==> config.mk <==
export PLATFORM = sky130hd
export DESIGN_NAME = mtb_lane
export DESIGN_NICKNAME = d
export VERILOG_FILES = /design/src/hdl/mtb_pkg.sv /design/src/hdl/mtb_lane.sv
export SDC_FILE = /design/constraint.sdc
export NUM_CORES = 2
export LEC_CHECK = 0
export CAP_MARGIN = 20
export CELL_PAD_IN_SITES_DETAIL_PLACEMENT = 1
export CELL_PAD_IN_SITES_GLOBAL_PLACEMENT = 1
export CORE_MARGIN = 3
export CORE_UTILIZATION = 57
export CTS_CLUSTER_DIAMETER = 120
export DETAILED_ROUTE_END_ITERATION = 8
export DONT_BUFFER_PORTS = 1
export PLACE_DENSITY_LB_ADDON = 0.2
export SETUP_SLACK_MARGIN = 0.4
export SYNTH_ARGS = -nofsm -noshare
export SYNTH_HDL_FRONTEND = slang
export SYNTH_SLANG_ARGS = --single-unit
==> constraint.sdc <==
create_clock -name clk_i -period 18.46 [get_ports clk_i]
set_clock_uncertainty 0.1 [all_clocks]
set_input_delay 5.538 -clock clk_i [delete_from_list [all_inputs] [get_ports clk_i]]
set_output_delay 5.538 -clock clk_i [all_outputs]
set_load 0.02 [all_outputs]
==> src/hdl/mtb_pkg.sv <==
`timescale 1ns / 1ps

package mtb_pkg;

  // Block limits and number formats
  localparam int MAX_TARGETS = 6;
  localparam int TIDX_W      = 3;
  localparam int POS_W       = 32;
  localparam int WEIGHT_W    = 16;
  localparam int MASK_W      = 15;
  localparam int ONE_Q14     = 16384;
  localparam int FRAC_Q14    = 14;
  localparam int PROD_W      = POS_W + WEIGHT_W;      // delta * effective weight
  localparam int TERM_W      = PROD_W - FRAC_Q14;     // one weighted delta
  localparam int ACC_W       = TERM_W + 4;            // sum of up to six terms
  localparam int NUM_AXES    = 3;

  // Result buffer
  localparam int OFIFO_DEPTH = 8;
  localparam int OFIFO_AW    = $clog2(OFIFO_DEPTH);

  // Configuration register indexes
  typedef enum logic [3:0] {
    CFG_TARGET_COUNT = 4'd0,
    CFG_MASK_ENABLE  = 4'd1,
    CFG_WEIGHT_0     = 4'd2,
    CFG_WEIGHT_1     = 4'd3,
    CFG_WEIGHT_2     = 4'd4,
    CFG_WEIGHT_3     = 4'd5,
    CFG_WEIGHT_4     = 4'd6,
    CFG_WEIGHT_5     = 4'd7
  } cfg_reg_e;

  // Per-beat control that travels alongside the lane data
  typedef struct packed {
    logic valid;
    logic first;
    logic last;
  } mtb_ctrl_t;

  // What one axis lane delivers at the end of a vertex
  typedef struct packed {
    logic [POS_W-1:0] pos;
    logic             sat;
  } lane_res_t;

  // One buffered result
  typedef struct packed {
    logic [POS_W-1:0] x;
    logic [POS_W-1:0] y;
    logic [POS_W-1:0] z;
    logic             sat;
  } out_item_t;

endpackage

==> src/hdl/mtb_lane.sv <==
`timescale 1ns / 1ps

module mtb_lane
  import mtb_pkg::*;
(
  input  logic                       clk_i,
  input  logic                       rst_ni,
  input  logic                       load_i,   // input beat accepted
  input  logic signed [POS_W-1:0]    delta_i,
  input  logic signed [POS_W-1:0]    base_i,
  input  logic signed [WEIGHT_W-1:0] ew_i,     // effective weight, aligned with stage 1
  input  mtb_ctrl_t                  ctrl2_i,  // control of the beat in stage 2
  output lane_res_t                  res_o
);

  logic signed [POS_W-1:0]  delta1_q, base1_q;
  logic signed [PROD_W-1:0] prod2_q, prod_d;
  logic signed [POS_W-1:0]  base2_q;
  logic signed [ACC_W-1:0]  acc_q, acc_d;
  logic signed [POS_W-1:0]  held_q, base_eff;
  logic signed [ACC_W-1:0]  fin_acc_q;
  logic signed [POS_W-1:0]  fin_base_q;
  logic signed [PROD_W-1:0] rnd_sum;
  logic signed [TERM_W-1:0] term;
  logic signed [ACC_W:0]    fin_sum;

  // Stage 1: capture the beat
  always_ff @(posedge clk_i) begin
    if (load_i) begin
      delta1_q <= delta_i;
      base1_q  <= base_i;
    end
  end

  // Stage 2: delta times effective weight
  assign prod_d = delta1_q * ew_i;

  always_ff @(posedge clk_i) begin
    prod2_q <= prod_d;
    base2_q <= base1_q;
  end

  // Stage 3: round half up to Q16.16 and accumulate
  assign rnd_sum  = prod2_q + PROD_W'(1 << (FRAC_Q14 - 1));
  assign term     = rnd_sum[PROD_W-1:FRAC_Q14];
  assign acc_d    = (ctrl2_i.first ? '0 : acc_q) + ACC_W'(term);
  assign base_eff = ctrl2_i.first ? base2_q : held_q;

  always_ff @(posedge clk_i or negedge rst_ni) begin
    if (!rst_ni) begin
      acc_q  <= '0;
      held_q <= '0;
    end else if (ctrl2_i.valid) begin
      acc_q  <= acc_d;
      held_q <= base_eff;
    end
  end

  always_ff @(posedge clk_i) begin
    if (ctrl2_i.valid && ctrl2_i.last) begin
      fin_acc_q  <= acc_d;
      fin_base_q <= base_eff;
    end
  end

  // Stage 4: base plus sum, clipped to 32 bits
  assign fin_sum = (ACC_W+1)'(fin_base_q) + (ACC_W+1)'(fin_acc_q);

  always_comb begin
    res_o.sat = 1'b0;
    res_o.pos = fin_sum[POS_W-1:0];
    if (!fin_sum[ACC_W] && (|fin_sum[ACC_W-1:POS_W-1])) begin
      res_o.sat = 1'b1;
      res_o.pos = {1'b0, {(POS_W-1){1'b1}}};
    end else if (fin_sum[ACC_W] && !(&fin_sum[ACC_W-1:POS_W-1])) begin
      res_o.sat = 1'b1;
      res_o.pos = {1'b1, {(POS_W-1){1'b0}}};
    end
  end

endmodule

==> results.json <==
{
  "ios": 119,
  "die_y_um": 237,
  "fin_hold_ws_ns": 0.239,
  "endpoint_kind": "register",
  "rsz0062_at_grt": "false",
  "cts-resized-gates": 0,
  "synth_edf_count": 134,
  "grt_pass1_vias": 25027,
  "yosysTopAreaCell": "fa_1",
  "core_area_um2": 52800,
  "critPathKind": "input pin to register",
  "worstPathArrival_ns": 11.83,
  "fin_tns_setup_ns": 0,
  "path_clk_slew_ns": 0.06,
  "yosys.area.top_type_share_pct": 32.0,
  "htreeDepth": 1,
  "num_vias": 21325,
  "clockBufferDepth": 3,
  "clock_latency_ns": 0.60,
  "synth_fp_nets": 3845,
  "drv_cap": 0,
  "antenna_found_initial": 0,
  "synth_flop_cell": "edfxtp_1",
  "finalSetupViolCount": 0,
  "ys_seq_area_share_pct": 23.3,
  "grt_pass1_wl_mm": 135,
  "reg2reg_setup_slack_ns": 11.17,
  "setup_slack_ns": 7.06,
  "syn_area_um2": 30500,
  "grt_remaining_overflow": 0,
  "slew_violations": 0,
  "status": "finished clean",
  "cts_buffers": 31,
  "fp.dieW_um": 237,
  "syn2layout_area_growth_pct": 4.81,
  "hold_path_class": "register to register",
  "drive_above_1_share_pct": 5.11,
  "syn-mean-instance-area_um2": 9.88,
  "dr.pass1.iters": 5,
  "final_antenna_net_count": 0,
  "period_needed_ns": 11.40,
  "cts.sinks": 271,
  "track_usage_pct": 30.3,
  "async_flop_share_pct": 25.8,
  "first_iter_violations": 1341,
  "diodes": 0,
  "cts_root_buf": "clkbuf_16",
  "hold_depth": 0,
  "syn_inst": 3085,
  "grt_max_degree": 74,
  "nets": 3767,
  "synthTopCellsByArea": "fa_1, edfxtp_1, ha_1",
  "yosysWarnings": 0,
  "yosys.cell_types.count": 75,
  "rr_worst_depth": 21,
  "cts_setup_buffers": 0,
  "cp_data_required_time_ns": 18.89,
  "reg2reg_from": "delta1_q[13]",
  "place_ws_ns": 6.50,
  "drc": 0,
  "worstHoldStart": "base1_q[4]",
  "fin_crit_sh_pct": 61.8,
  "dpl.hpwl_mm": 64.6,
  "initial_utilization_pct": 57.8,
  "rows": 84,
  "avgViaCountPerCell": 5.73,
  "slew_headroom_pct": 38.6,
  "worstMarginPinSlew_ns": 0.920,
  "hold_buffers": 0,
  "crit_path_start_kind": "input pin",
  "post_drt_wl_per_cell_um": 22.2,
  "whs_endpoint": "base2_q[4]",
  "fmax_mhz": 87.7,
  "worst-path-max-fanout": 28,
  "r2r-end": "prod2_q[46]",
  "final_hold_viol_count": 0,
  "n_fill_cell": 5775,
  "synth_seq_cells": 271,
  "cts_tree": "yes",
  "gp_congestion": 0.896,
  "routed_wl_mm": 82.4,
  "io_buffer_count": 0,
  "dieArea_um2": 56300
}
through the flow:
stage | util [%] | instance area, um^2 | instances
floorplan | - | 30500 | 3085
global placement | 58.5 | 30900 | 3662
detailed placement | 58.5 | 30900 | 3662
CTS | 60.6 | 32000 | 3720
global route | 60.6 | 32000 | 3720
finish | 60.6 | 32000 | 3720
state kept, by name, summed over array words and instances (netlist names):
name / count
fin_acc_q: 38
prod2_q: 35
fin_base_q: 32
acc_q: 38
base1_q: 32
held_q: 32
base2_q: 32
delta1_q: 32
worst max path at each step:
stage,start,to,slack [ns],depth (start not counted)
3_5_place_dp,ew_i[15],prod2_q[46],6.50,19
5_1_grt,ew_i[15],prod2_q[46],6.71,19
2_1_floorplan,ew_i[7],prod2_q[40],6.87,22
4_1_cts,ew_i[15],prod2_q[46],7.11,19
3_3_place_gp,ew_i[15],prod2_q[40],6.72,20
6_report,ew_i[15],prod2_q[46],7.06,19
layout make-up:
cell class	instances	area, um^2	area share, %
Multi-Input combinational cell	2127	20700	64.9
Sequential cell	271	7120	22.3
Inverter	572	2150	6.72
Tap cell	688	861	2.69
Clock buffer	35	801	2.51
Clock inverter	23	272	0.850
Timing Repair Buffer	4	30.0	0.0940
cells in the mapped netlist (all sizes together), types with 3 or more instances:
library cell,instances
xnor2,89
a211o,4
edfxtp,134
or3,3
buf,13
nand2,340
fa,487
a311oi,3
o21ai,44
o21bai,14
a21o,87
nor3b,7
a31o,5
o211ai,7
inv,571
nor2b,43
dfxtp,67
o2111ai,4
a21oi,93
nand3,37
a31oi,9
dfrtp,70
o21a,17
nor2,189
and4,8
nand4,17
o311ai,3
a211oi,18
or4,3
nand2b,16
and2,205
mux2,68
nor3,21
clkbuf,101
and3,17
xor2,52
or2,3
o31ai,5
ha,187
per-layer routing:
metal | track usage [%] | routed length (um) | vias to the layer above
li1 | - | - | 9466
met1 | 39.7 | 34300 | 11025
met2 | 52.4 | 40300 | 675
met3 | 5.70 | 5630 | 159
met4 | 7.82 | 2190 | 0
met5 | 0 | 0 | -
logic make-up (layout without fill, tap and decap cells):
group | after synthesis | after routing | share of synthesized area [%]
muxes | 69 | 69 | 2.54
xor gates and xnor gates | 141 | 141 | 4.08
AOI/OAI and AO/OA | 329 | 329 | 7.30
and+or+nand+nor | 914 | 914 | 14.4
adders and majority gates | 674 | 674 | 39.7
buffers and inverters | 687 | 634 | 8.70
DFF | 271 | 271 | 23.3
worst max-delay path, stage by stage:
cell and delay [ns]:
inv_2 0.42, nor2_1 0.13, fa_1 0.56, fa_1 0.45
fa_1 0.52, fa_1 0.43, fa_1 0.51, fa_1 0.41
ha_1 0.38, o21a_1 0.15, o211ai_1 0.10, a2111oi_0 0.57
a221o_1 0.24, a21o_1 0.25, o21ai_0 0.21, o21ai_1 0.43
nand2_1 0.15, a21oi_1 0.19, xor2_1 0.16
cell usage in the layout, fill, tap and decap left out, drive strengths merged, types with 18 or more instances in the layout:
cell type / n
inv: 579
fa: 487
nand2: 340
and2: 205
nor2: 189
ha: 187
edfxtp: 134
a21oi: 93
xnor2: 89
a21o: 87
dfrtp: 70
mux2: 68
dfxtp: 67
xor2: 52
o21ai: 44
nor2b: 43
nand3: 37
clkbuf: 35
nor3: 21
a211oi: 18
Power is left out: the tool's default activity adds up to more than one toggle a clock period on the data nets, which glitch-free logic cannot reach.
