## src/hdl/mtb_pkg.sv

```systemverilog
`timescale 1ns / 1ps

package mtb_pkg;

  // Block limits and number formats
  localparam int MAX_TARGETS = 6;
  localparam int TIDX_W      = 3;
  localparam int POS_W       = 32;
  localparam int WEIGHT_W    = 16;
  localparam int MASK_W      = 15;
  localparam int ONE_Q14     = 16384;
  localparam int FRAC_Q14    = 14;
  localparam int PROD_W      = POS_W + WEIGHT_W;      // delta * effective weight
  localparam int TERM_W      = PROD_W - FRAC_Q14;     // one weighted delta
  localparam int ACC_W       = TERM_W + 4;            // sum of up to six terms
  localparam int NUM_AXES    = 3;

  // Result buffer
  localparam int OFIFO_DEPTH = 8;
  localparam int OFIFO_AW    = $clog2(OFIFO_DEPTH);

  // Configuration register indexes
  typedef enum logic [3:0] {
    CFG_TARGET_COUNT = 4'd0,
    CFG_MASK_ENABLE  = 4'd1,
    CFG_WEIGHT_0     = 4'd2,
    CFG_WEIGHT_1     = 4'd3,
    CFG_WEIGHT_2     = 4'd4,
    CFG_WEIGHT_3     = 4'd5,
    CFG_WEIGHT_4     = 4'd6,
    CFG_WEIGHT_5     = 4'd7
  } cfg_reg_e;

  // Per-beat control that travels alongside the lane data
  typedef struct packed {
    logic valid;
    logic first;
    logic last;
  } mtb_ctrl_t;

  // What one axis lane delivers at the end of a vertex
  typedef struct packed {
    logic [POS_W-1:0] pos;
    logic             sat;
  } lane_res_t;

  // One buffered result
  typedef struct packed {
    logic [POS_W-1:0] x;
    logic [POS_W-1:0] y;
    logic [POS_W-1:0] z;
    logic             sat;
  } out_item_t;

endpackage

```

## src/hdl/mtb_merge.sv

```systemverilog
`timescale 1ns / 1ps

module mtb_merge
  import mtb_pkg::*;
(
  input  logic                          clk_i,
  input  logic                          rst_ni,
  input  logic                          wr_en_i,
  input  lane_res_t [NUM_AXES-1:0]      res_i,
  output logic [OFIFO_AW:0]             level_o,
  output logic                          out_valid_o,
  input  logic                          out_ready_i,
  output logic [POS_W-1:0]              out_x_o,
  output logic [POS_W-1:0]              out_y_o,
  output logic [POS_W-1:0]              out_z_o,
  output logic                          saturated_o
);

  out_item_t             fifo_q [OFIFO_DEPTH];
  out_item_t             wr_item;
  logic [OFIFO_AW-1:0]   wr_ptr_q, wr_ptr_d, rd_ptr_q, rd_ptr_d;
  logic [OFIFO_AW:0]     cnt_q, cnt_d;
  logic                  pop;

  // Combine the three lanes into one result beat
  always_comb begin
    wr_item.x   = res_i[0].pos;
    wr_item.y   = res_i[1].pos;
    wr_item.z   = res_i[2].pos;
    wr_item.sat = res_i[0].sat | res_i[1].sat | res_i[2].sat;
  end

  // Result buffer
  always_ff @(posedge clk_i) begin
    if (wr_en_i) begin
      fifo_q[wr_ptr_q] <= wr_item;
    end
  end

  assign pop = out_valid_o && out_ready_i;

  always_comb begin
    wr_ptr_d = wr_en_i ? wr_ptr_q + 1'b1 : wr_ptr_q;
    rd_ptr_d = pop ? rd_ptr_q + 1'b1 : rd_ptr_q;
    cnt_d    = cnt_q + (OFIFO_AW+1)'(wr_en_i) - (OFIFO_AW+1)'(pop);
  end

  always_ff @(posedge clk_i or negedge rst_ni) begin
    if (!rst_ni) begin
      wr_ptr_q <= '0;
      rd_ptr_q <= '0;
      cnt_q    <= '0;
    end else begin
      wr_ptr_q <= wr_ptr_d;
      rd_ptr_q <= rd_ptr_d;
      cnt_q    <= cnt_d;
    end
  end

  assign level_o     = cnt_q;
  assign out_valid_o = (cnt_q != '0);
  assign out_x_o     = fifo_q[rd_ptr_q].x;
  assign out_y_o     = fifo_q[rd_ptr_q].y;
  assign out_z_o     = fifo_q[rd_ptr_q].z;
  assign saturated_o = fifo_q[rd_ptr_q].sat;

  // Checks
  a_no_overflow: assert property (@(posedge clk_i) disable iff (!rst_ni)
    wr_en_i |-> (cnt_q < (OFIFO_AW+1)'(OFIFO_DEPTH)))
    else $error("result buffer written while full");

  a_cnt_bound: assert property (@(posedge clk_i) disable iff (!rst_ni)
    cnt_q <= (OFIFO_AW+1)'(OFIFO_DEPTH))
    else $error("result buffer count out of range");

  a_ptr_gap: assert property (@(posedge clk_i) disable iff (!rst_ni)
    (cnt_q != (OFIFO_AW+1)'(OFIFO_DEPTH)) |-> (cnt_q[OFIFO_AW-1:0] == wr_ptr_q - rd_ptr_q))
    else $error("result buffer pointers disagree with count");

endmodule

```

## config.mk

```make
export PLATFORM = sky130hd
export DESIGN_NAME = mtb_merge
export DESIGN_NICKNAME = d
export VERILOG_FILES = /design/src/hdl/mtb_pkg.sv /design/src/hdl/mtb_merge.sv
export SDC_FILE = /design/constraint.sdc
export NUM_CORES = 1
export LEC_CHECK = 0
export ABC_AREA = 1
export BUFFER_PORTS_ARGS = -buffer_cell sky130_fd_sc_hd__buf_2
export CORE_UTILIZATION = 40
export DETAILED_ROUTE_END_ITERATION = 12
export SYNTH_ARGS = -nofsm -noshare
export SYNTH_HDL_FRONTEND = slang
export SYNTH_SLANG_ARGS = --single-unit
export TNS_END_PERCENT = 1
```

## constraint.sdc

```tcl
create_clock -name clk_i -period 7.3 [get_ports clk_i]
set_input_delay 1.825 -clock clk_i [delete_from_list [all_inputs] [get_ports clk_i]]
set_output_delay 1.825 -clock clk_i [all_outputs]
set_load 0.05 [all_outputs]
```

==> results of run 1 <==
[path summary, 6_finish.rpt]
| check | from | end | slack [ps] |
|---|---|---|---|
| worst max-delay path | rd_ptr_q[1] | out_z_o[26] | 1950 |
| worst min register to register | wr_ptr_q[0] | wr_ptr_q[0] | 530 |
| worst min-delay path | wr_ptr_q[0] | wr_ptr_q[0] | 530 |
| max in group asynchronous | rst_ni | rd_ptr_q[2] | 6030 |
| worst max register to register | wr_ptr_q[0] | fifo_q[0][57] | 4640 |
| min in group asynchronous | rst_ni | wr_ptr_q[2] | 1050 |
[cell usage in the layout (no fill, tap or decap)]
master / instances
clkbuf_16: 86
dfrtp_4: 3
clkbuf_1: 19
clkinv_1: 32
inv_6: 2
clkinv_2: 7
fa_1: 1
ha_1: 7
bufinv_16: 3
o21ai_0: 2
inv_16: 2
buf_2: 204
clkinvlp_4: 1
inv_4: 1
xnor2_1: 2
diode_2: 5
inv_8: 2
nand3_1: 390
or2_2: 1
o21ai_1: 1
or3_1: 1
buf_4: 18
nor2_4: 8
a21oi_1: 1
edfxtp_1: 776
inv_1: 790
dfrtp_1: 7
buf_12: 8
clkinv_8: 3
nand2_1: 1274
xor2_1: 3
[area by class of cell]
cell class | instances | area, um2
Timing Repair Buffer | 230 | 1320
Inverter | 793 | 2990
Sequential cell | 786 | 23600
Clock inverter | 50 | 359
Antenna cell | 5 | 12.5
Tap cell | 1134 | 1420
Multi-Input combinational cell | 1691 | 7010
Fill cell | 7823 | 45300
Clock buffer | 105 | 2220
[cell usage after synthesis, drive strengths merged]
| library cell | n | area [um2] |
|---|---|---|
| buf | 120 | 684 |
| a21oi | 1 | 5.00 |
| inv | 793 | 2980 |
| clkbuf | 30 | 113 |
| edfxtp | 776 | 23300 |
| dfrtp | 10 | 250 |
| o21ai | 3 | 15.0 |
| ha | 7 | 87.6 |
| fa | 1 | 20.0 |
| xnor2 | 2 | 17.5 |
| xor2 | 3 | 26.3 |
| nor2 | 8 | 30.0 |
| nand2 | 1274 | 4780 |
| or3 | 1 | 6.26 |
| nand3 | 390 | 1950 |
| or2 | 1 | 6.26 |
[worst max-delay path, cell delays in order, from the launching register on]
cell	delay [ps]
dfrtp_4	670
inv_8	790
buf_4	540
nand3_1	130
nand2_1	80
nand2_1	50
nand2_1	150
buf_2	290
[registers in the layout (all words and copies together), names as in the netlist]
signal,flops
wr_ptr_q,3
fifo_q,776
rd_ptr_q,3
level_o,4
[report_power, final]
part,leakage (nW),internal [mW],switching [mW]
logic,9.49,1.48,5.04
registers,7.16,5.47,0.197
clock network,1.25,2.27,1.75
[cell families (layout without fill, tap and decap cells)]
logic type               count (synthesis)  count (layout)  share of synthesized area
XOR/XNOR                                 5               5                    0.00128
AND/OR/NAND/NOR                       1674            1674                      0.198
other                                    0               5                          0
buffers and inverters                  943            1178                      0.110
adder cells (fa/ha/maj)                  8               8                    0.00314
flip-flops                             786             786                      0.687
AO/OA/AOI/OAI                            4               4                   0.000584
[stage by stage]
stage          instances  area (um2)  setup slack, ps
6_report            4794       38900             1950
5_1_grt             4791       38900             1750
4_1_cts             4789       38900             1890
3_5_place_dp        4634       36300             2590
3_3_place_gp        4634       36300             2590
2_1_floorplan       3420       34300              532
[metal layers]
| layer | part of all wire | vias to the layer above | routed length (um) | GRT usage |
|---|---|---|---|---|
| li1 | - | 11000 | - | - |
| met5 | 0.0020 | - | 159 | 0 |
| met1 | 0.44 | 10500 | 34800 | 0.239 |
| met3 | 0.051 | 128 | 3990 | 0.0353 |
| met2 | 0.48 | 396 | 38200 | 0.312 |
| met4 | 0.022 | 22 | 1720 | 0.0560 |
==> impl_metrics.py, run 1 <==
metrics = {
    "place": {
        "dp_hpwl_um": 38800,
        "portBuffers": 204,
        "routabilityCongestion": 0.730,
    },
    "floorplanning": {
        "die_h_um": 295,
        "initial_core_util": 0.407,
        "io_pins": 205,
        "core-area_um2": 84200,
        "rows": 106,
        "dieArea_um2": 86900,
        "die_x_um": 295,
    },
    "synthesis": {
        "syn_avg_cell_area_um2": 10.0,
        "syn-num-nets": 3531,
        "postSynthCellCount": 3420,
        "ys_seq_area_frac": 0.687,
        "syn_area_um2": 34300,
        "yosysWarnings": 0,
        "yosysUniqueCellTypes": 21,
        "ys_seq_elements": 786,
    },
    "power": {
        "power.total_mw": 16.2,
        "power-per-cell-area_nw_per_um2": 417,
        "p_leak_nw": 17.9,
        "ir_worst_vdd_mv": 0.313,
    },
    "sta": {
        "hold_viol": 0,
        "post-route-period-util": 0.733,
        "fin_setup_tns_ps": 0,
        "slew_headroom": 0.209,
        "whs_ps": 532,
        "setup_viol": 0,
        "drv_slew": 0,
        "rsz0062_at_grt": "no",
        "fmax_mhz": 187,
        "fin_crit_ps": 5350,
        "worst_pin_slew_ps": 1190,
        "finalClockSkew_ps": 13.9,
    },
    "drt": {
        "initialDrtViolationCount": 1317,
        "drc_errors": 0,
        "vias_per_cell": 4.58,
        "drt_pass1_iterations": 5,
        "wl_um": 78900,
        "ant_nets": 0,
        "wire_per_inst_um": 16.4,
        "vias": 22000,
    },
    "layout": {
        "fin_util": 0.462,
        "drive_above_1_share": 0.0955,
        "syn_to_final_growth_pct": 13.5,
        "nets": 3699,
    },
    "clock_tree": {
        "ctsLongestPathBuffers": 3,
        "postCtsSetupBuffers": 0,
        "clkLatencyLatePin_ps": 630,
        "clk_pin_slew_ps": 60,
        "cts_hold_buf": 0,
        "cts_tree": "built",
        "numCtsBuffers": 86,
        "root_buffer": "clkbuf_16",
        "htreeDepth": 3,
        "cts.repair.resized": 0,
        "clock-sinks": 786,
    },
    "global_route": {
        "antenna_found_initial": 17,
        "grt_use_total": 0.184,
        "grt_pass1_wl_um": 122000,
        "grt_overflow": 0,
        "grt_max_degree": 195,
        "first_global_vias": 21300,
    },
    "status": {
        "status": "complete, no violations",
    },
    "worst_hold_path": {
        "holdPathStages": 2,
        "min_path_type": "register to register",
    },
    "setup_path": {
        "critPathLaunchType": "register",
        "reg2regPathDepth": 3,
        "criticalPathCategory": "register to output port",
        "worstPathArrival_ps": 3520,
        "cp.required_ps": 5480,
        "cp-end-kind": "output port",
        "cp_max_fo": 136,
    },
    "job": {
        "max-cap-violations": 0,
    },
}
(Power assumes the default switching activity.)
==> run 2, diff against run 1 <==
Clock period 7.3 ns to 5.42 ns, I/O delays scaled along.
==> impl_metrics.py, run 2 (synthesized netlist as in run 1, its figures left out) <==
metrics = {
    "power": {
        "power-per-cell-area_nw_per_um2": 566,
        "pwr-share-clk": 0.257,
        "p_leak_nw": 18.1,
        "p_seq_frac": 0.344,
        "pwr-share-comb": 0.400,
        "swShare": 0.424,
        "cellInternalPower_mw": 12.8,
        "ir_worst_vdd_mv": 0.622,
        "p_switching_mw": 9.42,
    },
    "place": {
        "portBuffers": 204,
        "dp_hpwl_um": 39500,
        "dp_cells": 4638,
        "pre_cts_ws_ps": 1610,
        "routabilityCongestion": 0.748,
    },
    "setup_path": {
        "critPathLaunchType": "register",
        "cp-end-kind": "output port",
        "critical_path.cell_chain": "inv_8 -> buf_4 -> nand2_1 -> nand3_1 -> nand2_1 -> nand2_1 -> nand2_1 -> buf_2",
        "reg2reg_to": "level_o[2]",
        "path_depth": 8,
        "path_common_cell": "nand2_1",
        "cp_slowest_stage_delay_ps": 650,
        "critPathTopFamily": "buffers and inverters",
        "critPathBufInv": 3,
        "worstPathArrival_ps": 3100,
        "cp_max_fo": 107,
        "criticalPathCategory": "register to output port",
        "cp.required_ps": 4070,
        "rr_startpoint": "level_o[2]",
        "reg2regPathDepth": 11,
        "slowest_stage": "dfrtp_4",
        "r2r_slack_ps": 3180,
    },
    "drt": {
        "vias_per_cell": 4.59,
        "vias": 22000,
        "dr_wl_met3_um": 3570,
        "ant_nets": 0,
        "highest_layer": "met5",
        "wl_um": 79100,
        "drc_errors": 0,
        "drt_pass1_iterations": 7,
        "initialDrtViolationCount": 1381,
        "wire_per_inst_um": 16.5,
        "wl_met2_um": 38400,
        "m1WireLength_um": 35100,
    },
    "clock_tree": {
        "htreeDepth": 3,
        "root_buffer": "clkbuf_16",
        "clkLatencyLatePin_ps": 630,
        "cts_hold_buf": 0,
        "numCtsBuffers": 87,
        "cts.repair.resized": 0,
        "cts_tree": "built",
        "clk_pin_slew_ps": 60,
        "ctsLongestPathBuffers": 3,
        "clock-sinks": 786,
        "postCtsSetupBuffers": 0,
    },
    "sta": {
        "finalClockSkew_ps": 15.3,
        "worst_pin_slew_ps": 1000,
        "finalWorstSetupSlack_ps": 969,
        "hold_viol": 0,
        "slew_headroom": 0.330,
        "setup_viol": 0,
        "drv_slew": 0,
        "fin_crit_ps": 4450,
        "fmax_mhz": 225,
        "post-route-period-util": 0.821,
        "rsz0062_at_grt": "no",
    },
    "layout": {
        "syn_to_final_growth_pct": 14.4,
        "fin_cells": 4798,
        "multi_input_area_um2": 7010,
        "fin_util": 0.466,
        "nets": 3704,
        "fillers": 7804,
        "regMostFlops": "fifo_q",
        "drive_above_1_share": 0.101,
        "layout_common_cells": "nand2_1, inv_1, edfxtp_1",
        "layout_commonest_cell": "nand2_1",
        "largest_register_ffs": 776,
        "regArea_um2": 23600,
    },
    "global_route": {
        "first_global_vias": 21100,
        "grt_overflow": 0,
        "grt_use_total": 0.184,
        "grt_max_degree": 194,
        "antenna_found_initial": 14,
        "grt_pass1_wl_um": 122000,
    },
    "status": {
        "status": "complete, no violations",
    },
    "job": {
        "max-cap-violations": 0,
    },
    "floorplanning": {
        "rows": 106,
        "dieArea_um2": 86900,
        "die_h_um": 295,
        "die_x_um": 295,
        "core-area_um2": 84200,
        "io_pins": 205,
        "initial_core_util": 0.407,
    },
    "worst_hold_path": {
        "holdPathEnd": "wr_ptr_q[0]",
        "holdCritStartpoint": "wr_ptr_q[0]",
        "holdPathStages": 2,
        "min_path_type": "register to register",
    },
}
-- run 2: how the worst max path moves through the flow --
stage | slack [ps] | start | end
2_1_floorplan | -880 | wr_en_i | fifo_q[0][0]
5_1_grt | 740 | rd_ptr_q[0] | out_z_o[28]
3_5_place_dp | 1610 | rd_ptr_q[0] | out_x_o[22]
3_3_place_gp | 1610 | rd_ptr_q[0] | out_x_o[19]
4_1_cts | 920 | rd_ptr_q[0] | out_x_o[23]
6_report | 970 | rd_ptr_q[0] | out_x_o[23]
-- run 2: worst register-to-register path, delay by kind of cell (launching register included) --
family,cells,cell delay (ps)
adder cells (fa/ha/maj),4,990
flip-flops,1,370
AND/OR/NAND/NOR,2,300
buffers and inverters,4,330
XOR/XNOR,1,140
-- run 2: metal layers --
metal	vias up	GRT usage
li1	11000	-
met1	10500	0.241
met2	449	0.312
met3	136	0.0308
met4	18	0.0565
met5	-	0
-- run 2: power by group through the flow --
stage / sequential [mW] / combinational [mW] / clock, mW
3_5_place_dp: 7.76 / 9.00 / 0
3_3_place_gp: 7.75 / 8.97 / 0
4_1_cts: 7.64 / 9.03 / 5.84
2_1_floorplan: 7.74 / 6.64 / 0
6_report: 7.63 / 8.87 / 5.70
5_1_grt: 7.69 / 9.74 / 6.06
-- run 2: stage by stage --
stage / total power [mW] / area, um2 / setup TNS [ps] / hold WS [ps]
after global routing: 23.5 / 39200 / 0 / 591
after CTS: 22.5 / 39200 / 0 / 530
after floorplan: 14.4 / 34300 / -587130 / 490
after global placement: 16.7 / 36500 / 0 / 513
final: 22.2 / 39200 / 0 / 532
after detailed placement: 16.8 / 36500 / 0 / 517
-- run 2: final cells by class --
cell class	count	area share
sequential	786	0.601
tap	1134	0.0362
clock buffer	107	0.0591
clock inverter	49	0.0110
antenna	4	0.000255
inverter	793	0.0764
timing repair buffer	234	0.0375
multi-input combinational	1691	0.179
